--- config.mk ---
export PLATFORM = sky130hd
export DESIGN_NAME = sre_ram
export DESIGN_NICKNAME = d
export VERILOG_FILES = /design/src/rtl/core/sre_ram.sv
export SDC_FILE = /design/constraint.sdc
export NUM_CORES = 2
export LEC_CHECK = 0
export BUFFER_PORTS_ARGS = -buffer_cell sky130_fd_sc_hd__buf_2
export CORE_MARGIN = 3
export CORE_UTILIZATION = 50
export CTS_CLUSTER_DIAMETER = 200
export CTS_CLUSTER_SIZE = 40
export DETAILED_ROUTE_END_ITERATION = 10
export GPL_TIMING_DRIVEN = 0
export PLACE_DENSITY = 0.7
export REMOVE_ABC_BUFFERS = 1
export SYNTH_ARGS = -nofsm -noshare
export SYNTH_HDL_FRONTEND = slang
export SYNTH_SLANG_ARGS = --single-unit
export TNS_END_PERCENT = 10
--- constraint.sdc ---
create_clock -name clk_i -period 7.4 [get_ports clk_i]
set_clock_uncertainty 0.2 [all_clocks]
set_input_delay 0.74 -clock clk_i [delete_from_list [all_inputs] [get_ports clk_i]]
set_output_delay 0.74 -clock clk_i [all_outputs]
set_load 0.01 [all_outputs]
--- src/rtl/core/sre_ram.sv ---
// ----------------------------------------------------------------------------
// sre_ram
// Generic single-write, single-read RAM with registered read data.
// ----------------------------------------------------------------------------
module sre_ram #(
  parameter int Width = 48,
  parameter int Depth = 64
) (
  input  logic                                  clk_i,
  input  logic                                  we_i,
  input  logic [(Depth > 1 ? $clog2(Depth) : 1)-1:0] waddr_i,
  input  logic [Width-1:0]                      wdata_i,
  input  logic                                  re_i,
  input  logic [(Depth > 1 ? $clog2(Depth) : 1)-1:0] raddr_i,
  output logic [Width-1:0]                      rdata_o
);

  logic [Width-1:0] mem_q [Depth];
  logic [Width-1:0] rdata_q;

  always_ff @(posedge clk_i) begin
    if (we_i) begin
      mem_q[waddr_i] <= wdata_i;
    end
    if (re_i) begin
      rdata_q <= mem_q[raddr_i];
    end
  end

  assign rdata_o = rdata_q;

endmodule

# After elaboration in Yosys (flattened, before gate mapping)
# Memory sizes are Yosys's and may differ from the RTL's. A register that Yosys moved wholly into a read port is not among the register bits.
# Cells that the tools add are included.
# classes
div_mod_pow	0
add_sub_neg	0
mul	0
mux	2
shift	0
magnitude_cmp	0
n_eq_ne	0
n_reduce_logical	0
n_bitwise	0
# ops
op	count
$mux 1	2
# word_totals
ram_bits	3072
n_memories	1
rom_bits	0
latchBits	0
wordCells	3
reg_bits	0
# mem_list
name	depth	width	read_ports	rd_clocked_by_memory_dff	wr	line_no	source
mem_q	64	48	1	1	1	18	logic [Width-1:0] mem_q [Depth];

# Depth between registers and ports, before layout
# logic_depth
depth_word	2
depth_mapped	9
depth_no_buf	5

# Worst setup path before layout
# OpenSTA, ideal clock, no wires.
# synth_path
path_type	in2reg
startpoint	in waddr_i[3] (netlist name)
endpoint	mem mem_q[48][0], enable pin
stages	4
setup_slack_ps	2175
t_arrival_ps	4512
t_required_ps	6687
setup_ps	513
cell_sequence	clkbuf_1 nor2b_1 nand4b_1 nor3_1
# synth_rtl
item	line_no	source
start: declaration	11	input logic [(Depth > 1 ? $clog2(Depth) : 1)-1:0] waddr_i,
end: declaration	18	
# Straight into the memory's write port.

==> impl_metrics.py <==
metrics = {
    "global_route": {
        "grt_pass1_wl_um": 395000,
        "antenna_found_initial": 18,
        "grt-ovfl-total": 0,
        "grt_pass1_vias": 54200,
        "grt_usage_pct": 22.7,
        "grt_max_degree": 107,
    },
    "critical_path": {
        "crit_path_end": "rdata_o[2]$_DFFE_PP_",
        "crit_required_ns": 7.72,
        "r2r-end": "rdata_o[34]$_DFFE_PP_",
        "cp.arrival_ns": 4.61,
        "start_kind": "input pin",
        "reg2regPathDepth": 5,
        "reg2reg_slack_ns": 4.84,
        "timing.critical_path.from": "raddr_i[0]",
        "reg2reg_from": "mem_q[43][34]$_DFFE_PP_",
        "critPathMaxFanout": 106,
        "cp-end-kind": "register",
        "worstSetupPathType": "input pin to register",
    },
    "pwr": {
        "peakVddDrop_mv": 0.195,
        "p_int_uw": 22400,
        "pwr-share-clk_pct": 24.7,
        "p_comb_share_pct": 5.8,
        "powerDensity_nw_per_um2": 222,
        "seq_power_share_pct": 69.5,
        "p_sw_share_pct": 20.5,
        "power.leakage_uw": 0.0380,
        "power_switching_uw": 5780,
    },
    "timing": {
        "fmaxAchievable_ghz": 0.233,
        "hold_violations": 0,
        "min_period_over_period_pct": 57.9,
        "fin_tns_setup_ns": 0,
        "rsz0062_at_grt": "false",
        "setup_viol": 0,
        "maxSlewViolCount": 0,
        "worstMarginPinSlew_ns": 1.43,
        "finalCriticalPeriod_ns": 4.29,
        "relSlewSlack_pct": 4.18,
    },
    "logic_synthesis": {
        "avgSynthCellArea_um2": 23.7,
        "synth-seq-area-share_pct": 79.7,
        "synth_cell_types": 35,
        "synth_warnings": 0,
        "yosys_register_bits": 3120,
        "syn_inst": 4970,
        "netlist_area_um2": 118000,
    },
    "floorplan": {
        "dieHeight_um": 491,
        "core_um2": 233000,
        "start_util_pct": 50.4,
        "die_x_um": 491,
        "rows": 177,
        "pin_count": 111,
        "die_area_um2": 241000,
    },
    "clock_network": {
        "cts_num_sinks": 3120,
        "cts_buffer_depth": 3,
        "htreeDepth": 3,
        "ctsResizeCount": 0,
        "cts_tree": "done",
        "post_cts_buffers": 0,
        "cts-root-buf": "clkbuf_16",
        "insertion_delay_ns": 0.81,
        "numCtsBuffers": 87,
        "clk_pin_slew_worst_paths_ns": 0.14,
        "postCtsHoldBufs": 0,
    },
    "detailed_routing": {
        "wl_um": 276000,
        "vias_per_cell": 6.59,
        "route.detailed.wl_per_inst_um": 33.6,
        "route.vias.total": 54200,
        "firstDrtPassIters": 6,
        "drt_iter0_markers": 8529,
        "drc": 0,
        "postRouteAntennaNets": 0,
    },
    "cells_and_area": {
        "layout.nets": 5140,
        "ff_latch_area_um2": 93700,
        "design_area_um2": 127000,
        "area_growth_pct": 8.33,
        "fillers": 16800,
        "drive_gt1_share_pct": 24.6,
        "multi_input_area_um2": 22900,
        "stdcell_count": 8219,
    },
    "placement": {
        "placed_area_um2": 125000,
        "place_hpwl_um": 175000,
        "dpl.cell_count": 8120,
        "portBuffers": 110,
        "place_congestion": 0.724,
    },
    "job": {
        "maxCapViolations": 0,
    },
    "status": {
        "status": "finished, final reports clean",
    },
    "worst_hold_path": {
        "min_path_type": "input pin to register",
    },
}
-- logic make-up after synthesis --
kind of cell           Yosys count  share of synthesized area [%]
DFF                           3120                           79.7
AOI/OAI and AO/OA              486                           3.01
buffers and inverters          282                           1.27
and+or+nand+nor                253                          0.953
muxes                          829                           15.1
-- cell usage after synthesis (all sizes together) --
cell type	n	area (µm²)
nand2	55	206
nand3b	5	37.5
a21oi	74	370
a22o	57	499
or3b	4	35.0
mux2	12	135
or3	3	18.8
nand3	7	35.0
a311o	1	10.0
and2	3	18.8
a311oi	11	96.3
or2	3	18.8
mux2i	63	631
nor2b	24	150
a221oi	83	727
o22ai	122	763
a31oi	1	6.26
nand4b	1	8.76
clkbuf	99	373
a211oi	32	240
a22oi	72	541
a31o	5	43.8
edfxtp	3120	93700
and3	1	6.26
nor3	3	15.0
buf	183	1120
nand4	2	12.5
nor2	132	495
o221ai	28	245
nand2b	10	62.6
mux4	754	17000
-- worst max-delay path: stages --
cell      delay (ns)
buf_12          0.13
buf_16          0.51
buf_16          0.51
buf_16          0.58
mux4_2          0.61
a22o_1          0.27
a221oi_1        0.42
a221oi_1        0.25
-- power groups by stage --
stage          Combinational (µW)  Clock, µW  Sequential (µW)
2_1_floorplan                 721          0            20000
3_5_place_dp                 1650          0            20000
5_1_grt                      1750       7590            19600
3_3_place_gp                 2260          0            20000
6_report                     1640       6960            19600
4_1_cts                      1650       7070            19600
-- placed cells by master (no fill, tap or decap), types with 4 or more instances in the layout --
master,n
nand2_1,53
a21oi_1,74
a22o_1,57
edfxtp_1,3120
a311oi_1,11
nor2_4,64
clkbuf_16,90
a211oi_1,32
o22ai_1,122
or3b_2,4
mux2_2,12
mux2i_1,63
mux4_2,754
nor2_1,67
buf_6,11
a22oi_1,72
diode_2,6
a31o_2,5
buf_12,140
buf_8,5
nand3_1,7
o221ai_1,28
a221oi_1,83
nand3b_1,5
nor2b_1,20
nand2b_1,7
buf_2,105
buf_16,36
-- registers in the layout, indices dropped and copies added, names as in the netlist --
signal   count
rdata_o     48
mem_q     3072
-- area by class of cell --
class	instances	area share, %
Timing Repair Buffer	300	3.56
Tap cell	3132	3.08
Clock inverter	3	0.0265
Multi-Input combinational cell	1568	18.0
Sequential cell	3120	73.5
Clock buffer	90	1.77
Antenna cell	6	0.0118
-- through the flow --
| stage | hold WS (ns) | utilization, % | total power, µW | setup slack [ns] |
|---|---|---|---|---|
| after floorplan | 0.587 | - | 20700 | 2.33 |
| after global placement | 0.851 | 51.7 | 22300 | -21.39 |
| after detailed placement | 0.824 | 53.6 | 21700 | 2.14 |
| after CTS | 0.172 | 54.6 | 28300 | 3.01 |
| after global routing | 0.219 | 54.6 | 29000 | 2.83 |
| final | 0.252 | 54.6 | 28200 | 3.11 |
-- layer usage --
metal	share of wire [%]	routed length [µm]	vias to the layer above	track usage [%]
met4	2.6	7170	8	5.65
met3	10	28000	422	4.02
li1	-	-	21500	-
met1	40	110000	29300	34.0
met2	47	131000	2927	35.3
met5	0.021	58	-	0
-- worst min-delay path by stage --
stage,cells past startpoint,end,from
floorplan,4,rdata_o[36]$_DFFE_PP_,mem_q[58][36]$_DFFE_PP_
global placement,5,rdata_o[5]$_DFFE_PP_,mem_q[46][5]$_DFFE_PP_
detailed placement,5,rdata_o[0]$_DFFE_PP_,mem_q[62][0]$_DFFE_PP_
CTS,2,mem_q[49][17]$_DFFE_PP_,waddr_i[2]
global route,2,mem_q[49][17]$_DFFE_PP_,waddr_i[1]
finish,1,rdata_o[4]$_DFFE_PP_,re_i
Note: power is estimated with default switching activity, not from simulation.
