### src/rtl/core/sre_pkg.sv
// ----------------------------------------------------------------------------
// sre_pkg
// Shared types and constants for the streaming rotary embedding unit.
// ----------------------------------------------------------------------------
package sre_pkg;

  // fixed payload widths
  localparam int unsigned DataW        = 16;
  localparam int unsigned CoefW        = 16;
  localparam int unsigned CoefFracBits = 14;
  localparam int unsigned PairW        = 6;

  // configuration register widths and limits
  localparam int unsigned HalfW        = 7;
  localparam int unsigned HeadW        = 7;
  localparam int unsigned PosW         = 13;
  localparam int unsigned HeadCntW     = 6;
  localparam int unsigned PosCntW      = 12;
  localparam int unsigned MaxHeads     = 64;
  localparam int unsigned MaxPositions = 4096;

  // register port
  localparam int unsigned RegAddrW     = 4;
  localparam int unsigned RegDataW     = 32;

  localparam logic [HalfW-1:0] HalfWidthRst     = 7'd64;
  localparam logic [HeadW-1:0] HeadCountRst     = 7'd1;
  localparam logic [PosW-1:0]  PositionCountRst = 13'd1;

  typedef enum logic [1:0] {
    REG_HALF_WIDTH     = 2'd0,
    REG_HEAD_COUNT     = 2'd1,
    REG_POSITION_COUNT = 2'd2
  } reg_idx_e;

  typedef struct packed {
    logic signed [DataW-1:0] element_value;
    logic signed [CoefW-1:0] cos_value;
    logic signed [CoefW-1:0] sin_value;
  } in_req_t;

  typedef struct packed {
    logic signed [DataW-1:0] rotated_first;
    logic signed [DataW-1:0] rotated_second;
    logic [PairW-1:0]        pair_index;
    logic                    saturated;
    logic                    last_of_run;
  } out_req_t;

  // one buffered first-half element with its coefficients
  typedef struct packed {
    logic signed [DataW-1:0] x;
    logic signed [CoefW-1:0] c;
    logic signed [CoefW-1:0] s;
  } entry_t;

  // sequencer verdict for the element being accepted
  typedef struct packed {
    logic             second;
    logic             last_of_run;
    logic [PairW-1:0] pair_index;
  } slot_t;

endpackage

### src/rtl/core/sre_rot.sv
// ----------------------------------------------------------------------------
// sre_rot
// Rotation pipeline: products, round/shift/saturate, output register.
// ----------------------------------------------------------------------------
module sre_rot (
  input  logic                           clk_i,
  input  logic                           rst_ni,
  input  logic                           load_i,
  input  sre_pkg::slot_t                 slot_i,
  input  logic signed [sre_pkg::DataW-1:0] x2_i,
  input  sre_pkg::entry_t                entry_i,
  output logic                           ready_o,
  output logic                           out_valid_o,
  input  logic                           out_stall_i,
  output sre_pkg::out_req_t              out_data_o
);

  localparam int ProdW = sre_pkg::DataW + sre_pkg::CoefW;
  localparam int SumW  = ProdW + 1;
  localparam int ShW   = SumW - sre_pkg::CoefFracBits;
  localparam int DW    = sre_pkg::DataW;

  localparam logic signed [SumW-1:0] RoundBias = SumW'(1) << (sre_pkg::CoefFracBits - 1);
  localparam logic signed [ShW-1:0]  SatHi = {{(ShW - DW + 1){1'b0}}, {(DW - 1){1'b1}}};
  localparam logic signed [ShW-1:0]  SatLo = {{(ShW - DW + 1){1'b1}}, {(DW - 1){1'b0}}};

  // returns {clip, value}
  function automatic logic [DW:0] scale_sat(input logic signed [SumW-1:0] acc);
    logic signed [SumW-1:0] rnd;
    logic signed [SumW-1:0] shifted;
    logic signed [ShW-1:0]  q;
    rnd     = acc + RoundBias;
    shifted = rnd >>> sre_pkg::CoefFracBits;
    q       = shifted[ShW-1:0];
    if (q > SatHi) begin
      return {1'b1, SatHi[DW-1:0]};
    end else if (q < SatLo) begin
      return {1'b1, SatLo[DW-1:0]};
    end
    return {1'b0, q[DW-1:0]};
  endfunction

  logic ready_s1, ready_s2, ready_out;

  // stage 1: slot and second-half element; RAM data lines up with it
  logic                       s1_v_q;
  sre_pkg::slot_t             s1_slot_q;
  logic signed [DW-1:0]       s1_x2_q;

  // stage 2: partial products
  logic                       s2_v_q;
  sre_pkg::slot_t             s2_slot_q;
  logic signed [ProdW-1:0]    p_x1c_q, p_x2s_q, p_x2c_q, p_x1s_q;

  logic                       out_v_q;
  sre_pkg::out_req_t          out_q, out_d;

  logic signed [SumW-1:0]     sum_first, sum_second;
  logic [DW:0]                res_first, res_second;

  assign ready_out = !out_v_q || !out_stall_i;
  assign ready_s2  = !s2_v_q || ready_out;
  assign ready_s1  = !s1_v_q || ready_s2;
  assign ready_o   = ready_s1;

  always_ff @(posedge clk_i or negedge rst_ni) begin
    if (!rst_ni) begin
      s1_v_q  <= 1'b0;
      s2_v_q  <= 1'b0;
      out_v_q <= 1'b0;
    end else begin
      if (ready_s1) begin
        s1_v_q <= load_i;
      end
      if (ready_s2) begin
        s2_v_q <= s1_v_q;
      end
      if (ready_out) begin
        out_v_q <= s2_v_q;
      end
    end
  end

  always_ff @(posedge clk_i) begin
    if (ready_s1 && load_i) begin
      s1_slot_q <= slot_i;
      s1_x2_q   <= x2_i;
    end
    if (ready_s2 && s1_v_q) begin
      s2_slot_q <= s1_slot_q;
      p_x1c_q   <= ProdW'(entry_i.x * entry_i.c);
      p_x2s_q   <= ProdW'(s1_x2_q * entry_i.s);
      p_x2c_q   <= ProdW'(s1_x2_q * entry_i.c);
      p_x1s_q   <= ProdW'(entry_i.x * entry_i.s);
    end
    if (ready_out && s2_v_q) begin
      out_q <= out_d;
    end
  end

  assign sum_first  = {p_x1c_q[ProdW-1], p_x1c_q} - {p_x2s_q[ProdW-1], p_x2s_q};
  assign sum_second = {p_x2c_q[ProdW-1], p_x2c_q} + {p_x1s_q[ProdW-1], p_x1s_q};
  assign res_first  = scale_sat(sum_first);
  assign res_second = scale_sat(sum_second);

  always_comb begin
    out_d.rotated_first  = res_first[DW-1:0];
    out_d.rotated_second = res_second[DW-1:0];
    out_d.pair_index     = s2_slot_q.pair_index;
    out_d.saturated      = res_first[DW] | res_second[DW];
    out_d.last_of_run    = s2_slot_q.last_of_run;
  end

  assign out_valid_o = out_v_q;
  assign out_data_o  = out_q;

endmodule

### config.mk
export PLATFORM = sky130hd
export DESIGN_NAME = sre_rot
export DESIGN_NICKNAME = d
export VERILOG_FILES = /design/src/rtl/core/sre_pkg.sv /design/src/rtl/core/sre_rot.sv
export SDC_FILE = /design/constraint.sdc
export NUM_CORES = 2
export LEC_CHECK = 0
export BUFFER_PORTS_ARGS = -buffer_cell sky130_fd_sc_hd__buf_2
export CAP_MARGIN = 20
export CORE_UTILIZATION = 50
export DETAILED_ROUTE_END_ITERATION = 8
export PLACE_DENSITY = 0.66
export SLEW_MARGIN = 20
export SYNTH_ARGS = -nofsm -noshare
export SYNTH_HDL_FRONTEND = slang
export SYNTH_SLANG_ARGS = --single-unit
### constraint.sdc
create_clock -name clk_i -period 11.7 [get_ports clk_i]
set_input_delay 1.17 -clock clk_i [delete_from_list [all_inputs] [get_ports clk_i]]
set_output_delay 1.17 -clock clk_i [all_outputs]
set_load 0.02 [all_outputs]
---- Word level (Yosys, flattened, before mapping) ----
Index checks and enable logic that the tools add are counted.
word-level totals
  output and inout bits ................... 42
  input port bits ......................... 76
  register bits after elaboration ......... 201
  logic and storage cells ................. 50
cells by class
  add/subtract/negate cells ............... 4
  $mul .................................... 4
  multiplexer cells ....................... 10
  reduce and logical (&&, ||, !) cells .... 10
  bitwise operators ....................... 1
  order comparisons ....................... 4
operator list
  cell                    number
  $mul 16x16->32          4
  $mux 17                 6
  $add 33x15->33 const B  2
  $gt 19x16->1 const B    2
  $lt 19x16->1 const B    2
  $add 32x32->33          1
  $sub 32x32->33          1
  $logic_not 1->1         4
  $mux 1                  4
  $logic_and 1x1->1       3
  $logic_or 1x1->1        3
  $or 1x1->1              1

---- Logic depth before layout (Yosys ltp) ----
  depth in word-level cells ............... 7
  depth in mapped cells ................... 25
  mapped depth without buffers ............ 24

---- Worst setup path after synthesis ----
No wires, ideal clock.
  kind .................................... input-to-reg
  start point ............................. input port entry_i[17] (netlist name)
  end point ............................... register p_x1c_q[30], data pin
  required time ........................... 11.439 ns
  path slack .............................. 4.482 ns
  buffers on the path ..................... 1
  arrival time ............................ 6.957 ns
  library setup time ...................... 0.261 ns
  stages .................................. 22
  cell sequence ........................... clkbuf_1 > and2_1 > fa_1 > inv_1 > fa_1 > inv_1 > fa_1 > inv_1 > fa_1 > fa_1 > fa_1 > inv_1 > ha_1 > a21o_1 > a21o_1 > a21oi_1 > a21boi_0 > o21ai_0 > o31ai_1 > o41ai_1 > o221ai_1 > a311o_1
between the ends
  word-level cells in the longest chain between the ends .. 1
ends and longest elaborated chain
  item                  line           text
  start, declared       sre_rot.sv:11  input sre_pkg::entry_t entry_i,
  $mul 16x16->32        sre_rot.sv:91  p_x1c_q <= ProdW'(entry_i.x * entry_i.c);
  end signal, assigned  sre_rot.sv:91
  end, declared         sre_rot.sv:53  logic signed [ProdW-1:0] p_x1c_q, p_x2s_q, p_x2c_q, p_x1s_q;
Every way passes these cells.
A chain may end at the register's enable or synchronous reset.

---- Worst setup path in the final report ----
  start point ............................. input port entry_i[38] (netlist name)
  end point ............................... register p_x1s_q[31], data pin
between the ends
  word-level cells in the longest chain between the ends .. 1
ends and longest elaborated chain
  item                  line           text
  $mul 16x16->32        sre_rot.sv:94  p_x1s_q <= ProdW'(entry_i.x * entry_i.s);
  end signal, assigned  sre_rot.sv:94
  end, declared         sre_rot.sv:53
Every way passes these cells.

==> flow_summary.toml <==
[run_status]
status = "completed"

[placed_design]
finalWeightedCongestion = 0.856
placed_cells_incl_taps = 6169
dp_hpwl_um = 82300
io_buffers = 116

[floorplan]
coreArea_mm2 = 0.0954
die_width_um = 313
die-height_um = 313
die_area_mm2 = 0.0980
start_util_pct = 50.7
num_rows = 113
io-pin-count = 118

[worst_setup_path]
path_common_cell = "fa_1"
worst-path-max-fanout = 32
r2r_setup_slack_ns = 4.08
crit_required_ns = 12.06
end_kind = "flop"
path_cells = "buf_2, nand2_1, fa_1, inv_1, fa_1, inv_1, fa_1, inv_1, fa_1, fa_1, inv_1, fa_1, inv_1, ha_1, a21o_1, a21oi_1, o21ai_0, a2111oi_0, o31ai_1, a21oi_1, a31oi_1, a21o_1, a21oi_1, xnor2_1"
slowest_stage = "a2111oi_0"
crit_type = "in -> reg"
max_stage_delay_ns = 0.92
arrival_ns = 8.37
startpoint_type = "input port"

[timing]
final_max_slew_viol_count = 0
relSlewSlack_pct = 27.7
rsz0062_at_grt = "false"
final.setup.tns_ns = 0
hold_viol = 0
fin_crit_ns = 8.01
final.period_utilization_pct = 68.5
worst_slew_pin_slew_ns = 1.06
max_freq_ghz = 0.125
setup_viol = 0
finClkSkew_ns = 0.0208

[logic_synthesis]
synth-seq-cells = 201
synthAdderAreaFrac_pct = 55.0
synth-seq-area-share_pct = 12.4
synth_top_family_by_area = "adder cells"
synthArstFlopShare_pct = 1.49
avgSynthCellArea_um2 = 9.79
synth_edf_count = 198
syn-num-nets = 6520
synth_ff_type = "edfxtp_1"
yosys_warnings = 0
synth_mux_area_share_pct = 0
synth_area_mm2 = 0.0484
synth-xor-area-share_pct = 3.15
synth_compound_area_share_pct = 5.62
ys_types = 65
synth-simple-area-share_pct = 13.1
syn_inst = 4946

[detailed_routing]
wl_per_cell_um = 17.1
routed_wl_um = 107000
drc = 0
routed-via-count = 32700
ant_nets = 0
firstDrtPassIters = 6
drt-initial-drc-count = 1876
via_per_inst = 5.25

[cells_and_area]
drive_gt1_share_pct = 4.54
antennaDiodeCount = 0
final_common_cell = "inv_1"
layout_common_cells = "1184 x inv_1, 1048 x fa_1, 528 x nand2_1, 498 x and2_1, 450 x ha_1"
syn2layout_area_growth_pct = 5.78
fin_cells = 6225
nets = 6511

[cts]
cts_tree = "yes"
clkLatencyLatePin_ns = 0.61
cts_sinks = 201
cts_max_path_buffers = 3
cts_buffers = 30
cts_root_buf = "clkbuf_16"
hold_buffers = 0
post_cts_buffers = 0
htree_num_levels = 1
clk_pin_slew_ns = 0.06
ctsResizeCount = 0

[grt]
grt_pass1_wl_um = 179000
grt_antenna_before_repair = 4
grt_use_total_pct = 23.0
grt.overflow.total = 0
grt_max_degree = 74
grt_pass1_vias = 34100

[job]
drv_cap = 0

[min_path]
min_path_type = "in -> async"
synth_stat cells (5+ instances only):
library cell,count,area [um^2]
a31oi_1,14,87.6
o21bai_1,17,128
clkbuf_1,197,739
xor2_1,43,377
and3_1,11,68.8
o2111ai_1,5,43.8
ha_1,450,5630
o21ai_0,78,390
fa_1,1048,21000
nand3_1,25,125
inv_1,1184,4440
a21boi_0,8,60.1
a211oi_1,11,82.6
nor3_1,22,110
nor2b_1,13,81.3
a211o_1,5,43.8
and2_1,500,3130
nand2b_1,31,194
a21oi_1,127,636
a31o_2,7,61.3
nor2_1,107,402
and4_1,5,43.8
xnor2_1,131,1150
a21o_1,80,601
o31ai_1,7,52.6
or3_1,6,37.5
edfxtp_1,198,5950
nand2_1,528,1980
nand4_1,12,75.1
o21a_1,19,143
worst max-delay path, delay by kind of cell:
kind | cells | cell delay (ns)
compound gates | 9 | 2.71
xor+xnor | 1 | 0.08
fa+ha+maj | 7 | 3.33
buf+inv | 6 | 0.88
simple gates | 1 | 0.17
kinds of logic (layout without fill, tap and decap cells):
family	after synthesis	count (layout)
adders and majority gates	1498	1498
buffers and inverters	1383	1397
and+or+nand+nor	1272	1272
AOI/OAI and AO/OA	418	418
DFF	201	201
xor gates and xnor gates	174	174
layer usage:
layer,up-vias,global-route usage (%),wire [um]
li1,14800,-,-
met1,16800,33.0,46800
met2,865,37.1,50000
met3,116,2.81,6860
met4,6,5.96,2940
met5,-,0,40
per-stage QoR:
stage | cell area [um^2] | setup WS, ns | util, % | hold WS, ns
floorplan | 48400 | 4.48 | - | 0.400
global placement | 50100 | 3.15 | 52.5 | 0.401
detailed placement | 50100 | 3.13 | 52.5 | 0.406
CTS | 51200 | 3.77 | 53.6 | 0.328
global route | 51200 | 3.28 | 53.6 | 0.336
finish | 51200 | 3.69 | 53.6 | 0.360
layout make-up:
type,instances,area [um^2]
clock buffers,37,787
clock inverters,18,246
fillers,8621,44200
inverters,1184,4440
multi-input cells,3362,37200
flip-flops and latches,201,6020
well taps,1265,1580
repair buffers,158,916
sequential cells by signal, summed over array words and instances (netlist names):
name	count
out_data_o	40
p_x1c_q	32
p_x1s_q	32
p_x2c_q	32
p_x2s_q	32
s1_x2_q	16
out_d	7
s1_slot_q	7
out_valid_o	1
s1_v_q	1
s2_v_q	1
worst paths after layout:
path,startpoint,endpoint,cells past startpoint
min in group clk_i,out_d[5]$_DFFE_PP_,out_data_o[5]$_DFFE_PP_,0
setup reg to reg,s1_x2_q[14]$_DFFE_PP_,p_x2s_q[30]$_DFFE_PP_,21
hold / removal,rst_ni,out_valid_o$_DFFE_PN0P_,1
hold reg to reg,out_d[5]$_DFFE_PP_,out_data_o[5]$_DFFE_PP_,0
setup / recovery,entry_i[38],p_x1s_q[31]$_DFFE_PP_,24
max in group asynchronous,rst_ni,s1_v_q$_DFFE_PN0N_,1
Power is not shown: default switching activity piles up to over one toggle a cycle in this logic, so the estimate is an artifact.
