===== src/rtl/core/sre_pkg.sv =====
// ----------------------------------------------------------------------------
// sre_pkg
// Shared types and constants for the streaming rotary embedding unit.
// ----------------------------------------------------------------------------
package sre_pkg;

  // fixed payload widths
  localparam int unsigned DataW        = 16;
  localparam int unsigned CoefW        = 16;
  localparam int unsigned CoefFracBits = 14;
  localparam int unsigned PairW        = 6;

  // configuration register widths and limits
  localparam int unsigned HalfW        = 7;
  localparam int unsigned HeadW        = 7;
  localparam int unsigned PosW         = 13;
  localparam int unsigned HeadCntW     = 6;
  localparam int unsigned PosCntW      = 12;
  localparam int unsigned MaxHeads     = 64;
  localparam int unsigned MaxPositions = 4096;

  // register port
  localparam int unsigned RegAddrW     = 4;
  localparam int unsigned RegDataW     = 32;

  localparam logic [HalfW-1:0] HalfWidthRst     = 7'd64;
  localparam logic [HeadW-1:0] HeadCountRst     = 7'd1;
  localparam logic [PosW-1:0]  PositionCountRst = 13'd1;

  typedef enum logic [1:0] {
    REG_HALF_WIDTH     = 2'd0,
    REG_HEAD_COUNT     = 2'd1,
    REG_POSITION_COUNT = 2'd2
  } reg_idx_e;

  typedef struct packed {
    logic signed [DataW-1:0] element_value;
    logic signed [CoefW-1:0] cos_value;
    logic signed [CoefW-1:0] sin_value;
  } in_req_t;

  typedef struct packed {
    logic signed [DataW-1:0] rotated_first;
    logic signed [DataW-1:0] rotated_second;
    logic [PairW-1:0]        pair_index;
    logic                    saturated;
    logic                    last_of_run;
  } out_req_t;

  // one buffered first-half element with its coefficients
  typedef struct packed {
    logic signed [DataW-1:0] x;
    logic signed [CoefW-1:0] c;
    logic signed [CoefW-1:0] s;
  } entry_t;

  // sequencer verdict for the element being accepted
  typedef struct packed {
    logic             second;
    logic             last_of_run;
    logic [PairW-1:0] pair_index;
  } slot_t;

endpackage


===== src/rtl/core/sre_seq.sv =====
// ----------------------------------------------------------------------------
// sre_seq
// Element, head and position counters; picks the store address per element.
// ----------------------------------------------------------------------------
module sre_seq #(
  parameter int MaxHalf = 64
) (
  input  logic                                      clk_i,
  input  logic                                      rst_ni,
  input  logic                                      accept_i,
  input  logic [sre_pkg::HalfW-1:0]                 half_width_i,
  input  logic [sre_pkg::HeadW-1:0]                 head_count_i,
  input  logic [sre_pkg::PosW-1:0]                  position_count_i,
  output sre_pkg::slot_t                            slot_o,
  output logic [(MaxHalf > 1 ? $clog2(MaxHalf) : 1)-1:0] addr_o
);

  localparam int AddrW = (MaxHalf > 1) ? $clog2(MaxHalf) : 1;
  localparam int CntW  = ($clog2(2 * MaxHalf + 1) > 8) ? $clog2(2 * MaxHalf + 1) : 8;

  logic [CntW-1:0]             elem_q, elem_d;
  logic [sre_pkg::HeadCntW-1:0] head_q, head_d;
  logic [sre_pkg::PosCntW-1:0]  pos_q, pos_d;

  logic [CntW-1:0]             eff_h, two_h, cnt_eff, cnt_inc, pair_j, h_m1;
  logic [sre_pkg::HeadW-1:0]   heads_eff, heads_m1_full, head_inc;
  logic [sre_pkg::PosW-1:0]    poss_eff, poss_m1_full, pos_inc;
  logic                        second;

  always_comb begin
    if (half_width_i == '0) begin
      eff_h = CntW'(1);
    end else if (CntW'(half_width_i) > CntW'(MaxHalf)) begin
      eff_h = CntW'(MaxHalf);
    end else begin
      eff_h = CntW'(half_width_i);
    end

    if (head_count_i == '0) begin
      heads_eff = sre_pkg::HeadW'(1);
    end else if (head_count_i > sre_pkg::HeadW'(sre_pkg::MaxHeads)) begin
      heads_eff = sre_pkg::HeadW'(sre_pkg::MaxHeads);
    end else begin
      heads_eff = head_count_i;
    end

    if (position_count_i == '0) begin
      poss_eff = sre_pkg::PosW'(1);
    end else if (position_count_i > sre_pkg::PosW'(sre_pkg::MaxPositions)) begin
      poss_eff = sre_pkg::PosW'(sre_pkg::MaxPositions);
    end else begin
      poss_eff = position_count_i;
    end
  end

  assign two_h         = {eff_h[CntW-2:0], 1'b0};
  assign h_m1          = eff_h - CntW'(1);
  assign heads_m1_full = heads_eff - sre_pkg::HeadW'(1);
  assign poss_m1_full  = poss_eff - sre_pkg::PosW'(1);

  // a counter left past the end by a config change restarts the vector
  assign cnt_eff = (elem_q >= two_h) ? '0 : elem_q;
  assign second  = (cnt_eff >= eff_h);
  assign pair_j  = cnt_eff - eff_h;
  assign cnt_inc = cnt_eff + CntW'(1);
  assign head_inc = {1'b0, head_q} + sre_pkg::HeadW'(1);
  assign pos_inc  = {1'b0, pos_q} + sre_pkg::PosW'(1);

  assign addr_o = second ? pair_j[AddrW-1:0] : cnt_eff[AddrW-1:0];

  assign slot_o.second      = second;
  assign slot_o.pair_index  = pair_j[sre_pkg::PairW-1:0];
  assign slot_o.last_of_run = second && (pair_j == h_m1)
                            && (head_q == heads_m1_full[sre_pkg::HeadCntW-1:0])
                            && (pos_q == poss_m1_full[sre_pkg::PosCntW-1:0]);

  always_comb begin
    elem_d = elem_q;
    head_d = head_q;
    pos_d  = pos_q;
    if (accept_i) begin
      elem_d = cnt_inc;
      if (second && (cnt_inc >= two_h)) begin
        elem_d = '0;
        if (head_inc >= heads_eff) begin
          head_d = '0;
          pos_d  = (pos_inc >= poss_eff) ? '0 : pos_inc[sre_pkg::PosCntW-1:0];
        end else begin
          head_d = head_inc[sre_pkg::HeadCntW-1:0];
        end
      end
    end
  end

  always_ff @(posedge clk_i or negedge rst_ni) begin
    if (!rst_ni) begin
      elem_q <= '0;
      head_q <= '0;
      pos_q  <= '0;
    end else begin
      elem_q <= elem_d;
      head_q <= head_d;
      pos_q  <= pos_d;
    end
  end

endmodule


===== config.mk =====
export PLATFORM = sky130hd
export DESIGN_NAME = sre_seq
export DESIGN_NICKNAME = d
export VERILOG_FILES = /design/src/rtl/core/sre_pkg.sv /design/src/rtl/core/sre_seq.sv
export SDC_FILE = /design/constraint.sdc
export NUM_CORES = 1
export LEC_CHECK = 0
export ABC_AREA = 1
export BUFFER_PORTS_ARGS = -buffer_cell sky130_fd_sc_hd__buf_2
export CORE_UTILIZATION = 35
export CTS_CLUSTER_SIZE = 8
export DETAILED_ROUTE_END_ITERATION = 8
export PLACE_DENSITY = 0.53
export SLEW_MARGIN = 30
export SYNTH_ARGS = -nofsm -noshare
export SYNTH_HDL_FRONTEND = slang
export SYNTH_SLANG_ARGS = --single-unit

===== constraint.sdc =====
create_clock -name clk_i -period 3.1 [get_ports clk_i]
set_input_delay 0.31 -clock clk_i [delete_from_list [all_inputs] [get_ports clk_i]]
set_output_delay 0.31 -clock clk_i [all_outputs]
set_load 0.01 [all_outputs]

## Word-level counts from Yosys, hierarchy flattened

Cells that the tools add are included.

| storage, ports and cells | value |
|---|---|
| register bits after elaboration | 26 |
| logic and storage cells | 41 |

| cells by class | value |
|---|---|
| add/sub/neg operators | 7 |
| order comparisons | 8 |
| equality and inequality tests | 3 |
| muxes and demuxes | 11 |
| reduce and logical (&&, ||, !) cells | 9 |

Operator list:

| cell | count |
|---|---|
| $mux W13 | 2 |
| $ge A8 B8 Y1 | 3 |
| $mux W8 | 3 |
| $mux W7 | 3 |
| $gt A7 B7 Y1 const B | 2 |
| $logic_not A7 Y1 | 2 |
| $add A12 B1 Y13 const B | 1 |
| $ge A13 B13 Y1 | 1 |
| $gt A13 B13 Y1 const B | 1 |
| $logic_not A13 Y1 | 1 |
| $eq A12 B12 Y1 | 1 |
| $mux W12 | 1 |
| $mux W6 | 2 |
| $sub A12 B1 Y12 const B | 1 |
| $add A8 B1 Y8 const B | 1 |
| $eq A8 B8 Y1 | 1 |
| $sub A8 B1 Y8 const B | 1 |
| $sub A8 B8 Y8 | 1 |
| $add A6 B1 Y7 const B | 1 |
| $ge A7 B7 Y1 | 1 |
| $eq A6 B6 Y1 | 1 |
| $sub A6 B1 Y6 const B | 1 |
| $logic_and A1 B1 Y1 | 4 |
| $reduce_and A3 Y1 | 1 |
| $reduce_and A2 Y1 | 1 |

## Longest topological paths before layout

| depth | value |
|---|---|
| depth after elaboration | 10 |
| depth in mapped cells | 30 |

## Worst setup path after synthesis

No wires, ideal clock.

| path | value |
|---|---|
| path kind | input port to flip-flop |
| start | in half_width_i[4] (netlist bit) |
| end | reg pos_q[5] (netlist bit) |
| data arrival time | 3.447 ns |
| data required time | 3.026 ns |
| path slack | -0.421 ns |
| cell stages on the path | 25 |
| path buffers | 1 |
| cell sequence | nor2_1 > nand2_1 > o21bai_1 > nand2_1 > inv_1 > ha_1 > nand2_1 > nand2_1 > nand2_1 > nand2_1 > nand2_4 > nand2_4 > nor2_1 > inv_1 > nor3_2 > nand3_1 > xor2_1 > ha_1 > nand4_1 > o2111ai_2 > nand3_4 > nor2_8 > buf_8 > nand2_2 > o21ai_2 |

| on the way | value |
|---|---|
| word-level cells in the longest chain between the ends | 9 |

Ends and longest elaborated chain:

| what | line | RTL |
|---|---|---|
| start: declaration | sre_seq.sv:11 | `input logic [sre_pkg::HalfW-1:0] half_width_i,` |
| $gt A7 B7 Y1 | sre_seq.sv:33 | `end else if (CntW'(half_width_i) > CntW'(MaxHalf)) begin` |
| $mux W7 | sre_seq.sv:33 |  |
| $mux W8 * | sre_seq.sv:31 | `if (half_width_i == '0) begin` |
| $ge A8 B8 Y1 | sre_seq.sv:62 | `assign cnt_eff = (elem_q >= two_h) ? '0 : elem_q;` |
| $mux W8 | sre_seq.sv:62 |  |
| $add A8 B1 Y8 | sre_seq.sv:65 | `assign cnt_inc = cnt_eff + CntW'(1);` |
| $ge A8 B8 Y1 | sre_seq.sv:83 | `if (second && (cnt_inc >= two_h)) begin` |
| $logic_and A1 B1 Y1 * | sre_seq.sv:83 |  |
| $reduce_and A3 Y1 (no source line) * | - |  |
| end signal: assignment | sre_seq.sv:103 | `pos_q <= pos_d;` |
| end: declaration | sre_seq.sv:23 | `logic [sre_pkg::PosCntW-1:0] pos_q, pos_d;` |

Mark *: on every way between the ends. The rest lies on a longest branch, timed or not.
A chain may end at the register's enable or synchronous reset.

## Worst setup path after layout

Ends and elaborated chain as after synthesis.

==> flow_metrics.py <==
metrics = {
    "timing": {
        "rsz0062_at_grt": "true",
        "fmax_mhz": 260,
        "min_period_over_period_pct": 124,
        "fin_crit_ps": 3850,
        "hold_viol": 0,
        "final_max_slew_viol_count": 0,
        "slew-limit-headroom_pct": 55.8,
        "skew_ps": 11.1,
        "fin_ws_ps": -747,
        "worstMarginPinSlew_ps": 663,
        "finalSetupViolCount": 37,
    },
    "place": {
        "dp_hpwl_um": 9920,
        "placed_cells": 910,
        "dp_slack_ps": -756,
        "io_buffers": 43,
        "gp_congestion": 0.915,
    },
    "routing": {
        "routed_wl_um": 13000,
        "drt_iter0_drc": 219,
        "vias": 4665,
        "drc": 0,
        "drtAntennaViolNets": 0,
        "viasPerCell": 4.92,
        "first_pass_iters": 5,
        "wl_per_cell_um": 13.6,
    },
    "synth": {
        "synth_top_family_by_area": "simple AND/OR/NAND/NOR gates",
        "syn_inst": 647,
        "ys_ff_latch": 26,
        "synthXorXnorAreaFrac_pct": 5.16,
        "postSynthNetCount": 723,
        "yosysWarnings": 0,
        "syn_area_sq_mm": 0.00407,
        "synthMuxAreaShare_pct": 0,
        "ys_types": 45,
        "synth_fa_ha_area_share_pct": 14.1,
        "yosys.area_share.simple_pct": 41.7,
        "avgSynthCellArea_sq_um": 6.29,
        "synth_edf_count": 0,
        "ys_seq_area_share_pct": 16.0,
        "synth_compound_area_share_pct": 12.0,
        "synthFlopType": "dfrtp_1",
        "synthArstFlopShare_pct": 100,
    },
    "global_routing": {
        "grt_usage_pct": 21.8,
        "grt_overflow_total": 0,
        "grt_pass1_wl_um": 20600,
        "grt_start_max_net_pins": 27,
        "antenna_found_initial": 0,
        "grt_pass1_vias": 4369,
    },
    "cells_and_area": {
        "diodes": 0,
        "final_cells": 949,
        "finalNetCount": 884,
        "fillers": 1078,
        "layout_commonest_cell": "nand2_1",
        "syn_to_final_growth_pct": 50.0,
        "layout-drive-gt1-share_pct": 39.2,
        "multi_input_area_sq_mm": 0.00348,
        "seq_area_sq_um": 651,
        "layout_common_cells": "nand2_1 (140), buf_4 (98), inv_1 (83)",
    },
    "critical_path": {
        "r2r_cells": 21,
        "critical-path-max-stage-delay_ps": 330,
        "critPathArrivalTime_ps": 4040,
        "worstPathMaxFanout": 7,
        "cp_num_buf_inv": 6,
        "path_common_cell": "nand2_2",
        "required_ps": 3300,
        "end_kind": "flop",
        "path_class": "primary input to flop",
        "crit_slowest_cell": "ha_1",
        "r2r_start": "elem_q[7]",
        "rrSetupSlack_ps": -640,
        "critPathLaunchType": "primary input",
        "rr_endpoint": "pos_q[5]",
        "crit_family": "simple AND/OR/NAND/NOR gates",
    },
    "die": {
        "die_y_um": 110,
        "fp.dieW_um": 110,
        "coreArea_sq_mm": 0.0114,
        "pin_count": 44,
        "start_util_pct": 35.8,
        "die-area_sq_mm": 0.0121,
        "row_count": 39,
    },
    "clock_network": {
        "insertion_delay_ps": 270,
        "cts_tree": "built",
        "clkSinkCount": 26,
        "ctsLongestPathBuffers": 2,
        "cts_root_buf": "clkbuf_16",
        "cts_made_buffers": 3,
        "h-tree-depth": 1,
        "clk_pin_slew_ps": 70,
    },
    "status": {
        "outcome": "finished, violations left",
        "violations": "negative setup slack",
    },
    "power": {
        "pwr_density_cell_mw_per_mm2": 873,
        "irDropWorstVdd_mv": 0.762,
        "cellLeakagePower_nw": 3.24,
    },
    "job": {
        "max_cap_violations": 0,
    },
    "hold_path": {
        "hold_path.class": "primary input to asynchronous set/reset pin",
    },
}
metrics by stage:
step,power (mW),setup TNS (ps),util [%],cell area (sq um),hold WS (ps)
after floorplan,2.76,-6290,-,4190,14.4
after global placement,3.95,-19910,45.5,5170,385
after detailed placement,3.98,-21100,45.5,5170,390
after CTS,4.83,-11400,50.3,5720,95.6
after global routing,5.84,-29240,53.7,6110,121
final,5.33,-21020,53.7,6110,66.9
timing repair:
| action | in CTS | in global routing |
|---|---|---|
| gates resized for setup | 81 | 77 |
| setup buffers | 21 | 19 |
| gates cloned | 1 | 1 |
| setup endpoints to repair | 38 | 38 |
| hold buffers | 0 | 0 |
| pin swaps | 29 | 27 |
layer usage:
metal | global-route usage [%] | vias up | share of wire [%]
li1 | - | 2425 | -
met2 | 37.8 | 88 | 49
met5 | 0 | - | 0
met3 | 1.48 | 13 | 3.2
met1 | 29.2 | 2139 | 47
met4 | 5.24 | 0 | 1.3
cell families after synthesis:
kind of cell / count (synthesis)
xor+xnor: 24
flops: 26
simple gates: 361
fa+ha+maj: 46
buf+inv: 109
compound gates: 81
registers in the layout, summed over array words and instances (netlist names):
name / flops
pos_q: 12
elem_q: 8
head_q: 6
worst reg2reg max path, delay by kind of cell (launching register included):
kind | cells | cell delay, ps
AO/OA/AOI/OAI | 3 | 370
XOR/XNOR | 1 | 170
adder cells (fa/ha/maj) | 2 | 620
buffers and inverters | 4 | 550
flip-flops | 1 | 380
AND/OR/NAND/NOR | 11 | 1570
cell type report:
type | instances | area share, %
well taps | 143 | 2.93
repair buffers | 165 | 21.6
flip-flops and latches | 26 | 10.6
inverters | 99 | 6.53
multi-input cells | 512 | 57.0
clock buffers | 3 | 1.23
repair inverters | 1 | 0.102
worst max-delay path by stage:
stage	startpoint	to	slack, ps	cells past startpoint
global route	half_width_i[1]	pos_q[11]	-980	30
finish	half_width_i[4]	pos_q[5]	-750	30
global placement	half_width_i[2]	slot_o[6]	-680	32
detailed placement	half_width_i[4]	slot_o[6]	-760	32
CTS	half_width_i[4]	slot_o[6]	-540	32
floorplan	half_width_i[2]	pos_q[5]	-310	26
cells in the mapped netlist, types with 3 or more instances:
library cell	instances	area, sq um
a21oi_1	17	85.1
buf_4	3	22.5
clkbuf_1	4	15.0
dfrtp_1	26	651
ha_1	46	576
inv_1	93	349
inv_2	6	22.5
nand2_1	175	657
nand2_2	14	87.6
nand2_4	4	45.0
nand3_1	60	300
nand4_1	8	50.1
nor2_1	67	251
nor3_1	7	35.0
nor3_2	5	50.1
o211ai_1	5	37.5
o21ai_0	35	175
o21ai_1	3	15.0
o21ai_2	8	70.1
or2_2	4	25.0
xor2_1	22	193
report_power, final:
| part | switching, mW | internal, mW | total, mW |
|---|---|---|---|
| clock network | 0.129 | 0.172 | 0.301 |
| logic | 2.34 | 2.07 | 4.41 |
| registers | 0.145 | 0.477 | 0.622 |
| total | 2.61 | 2.72 | 5.33 |
Note: power is estimated with default switching activity, not from simulation.
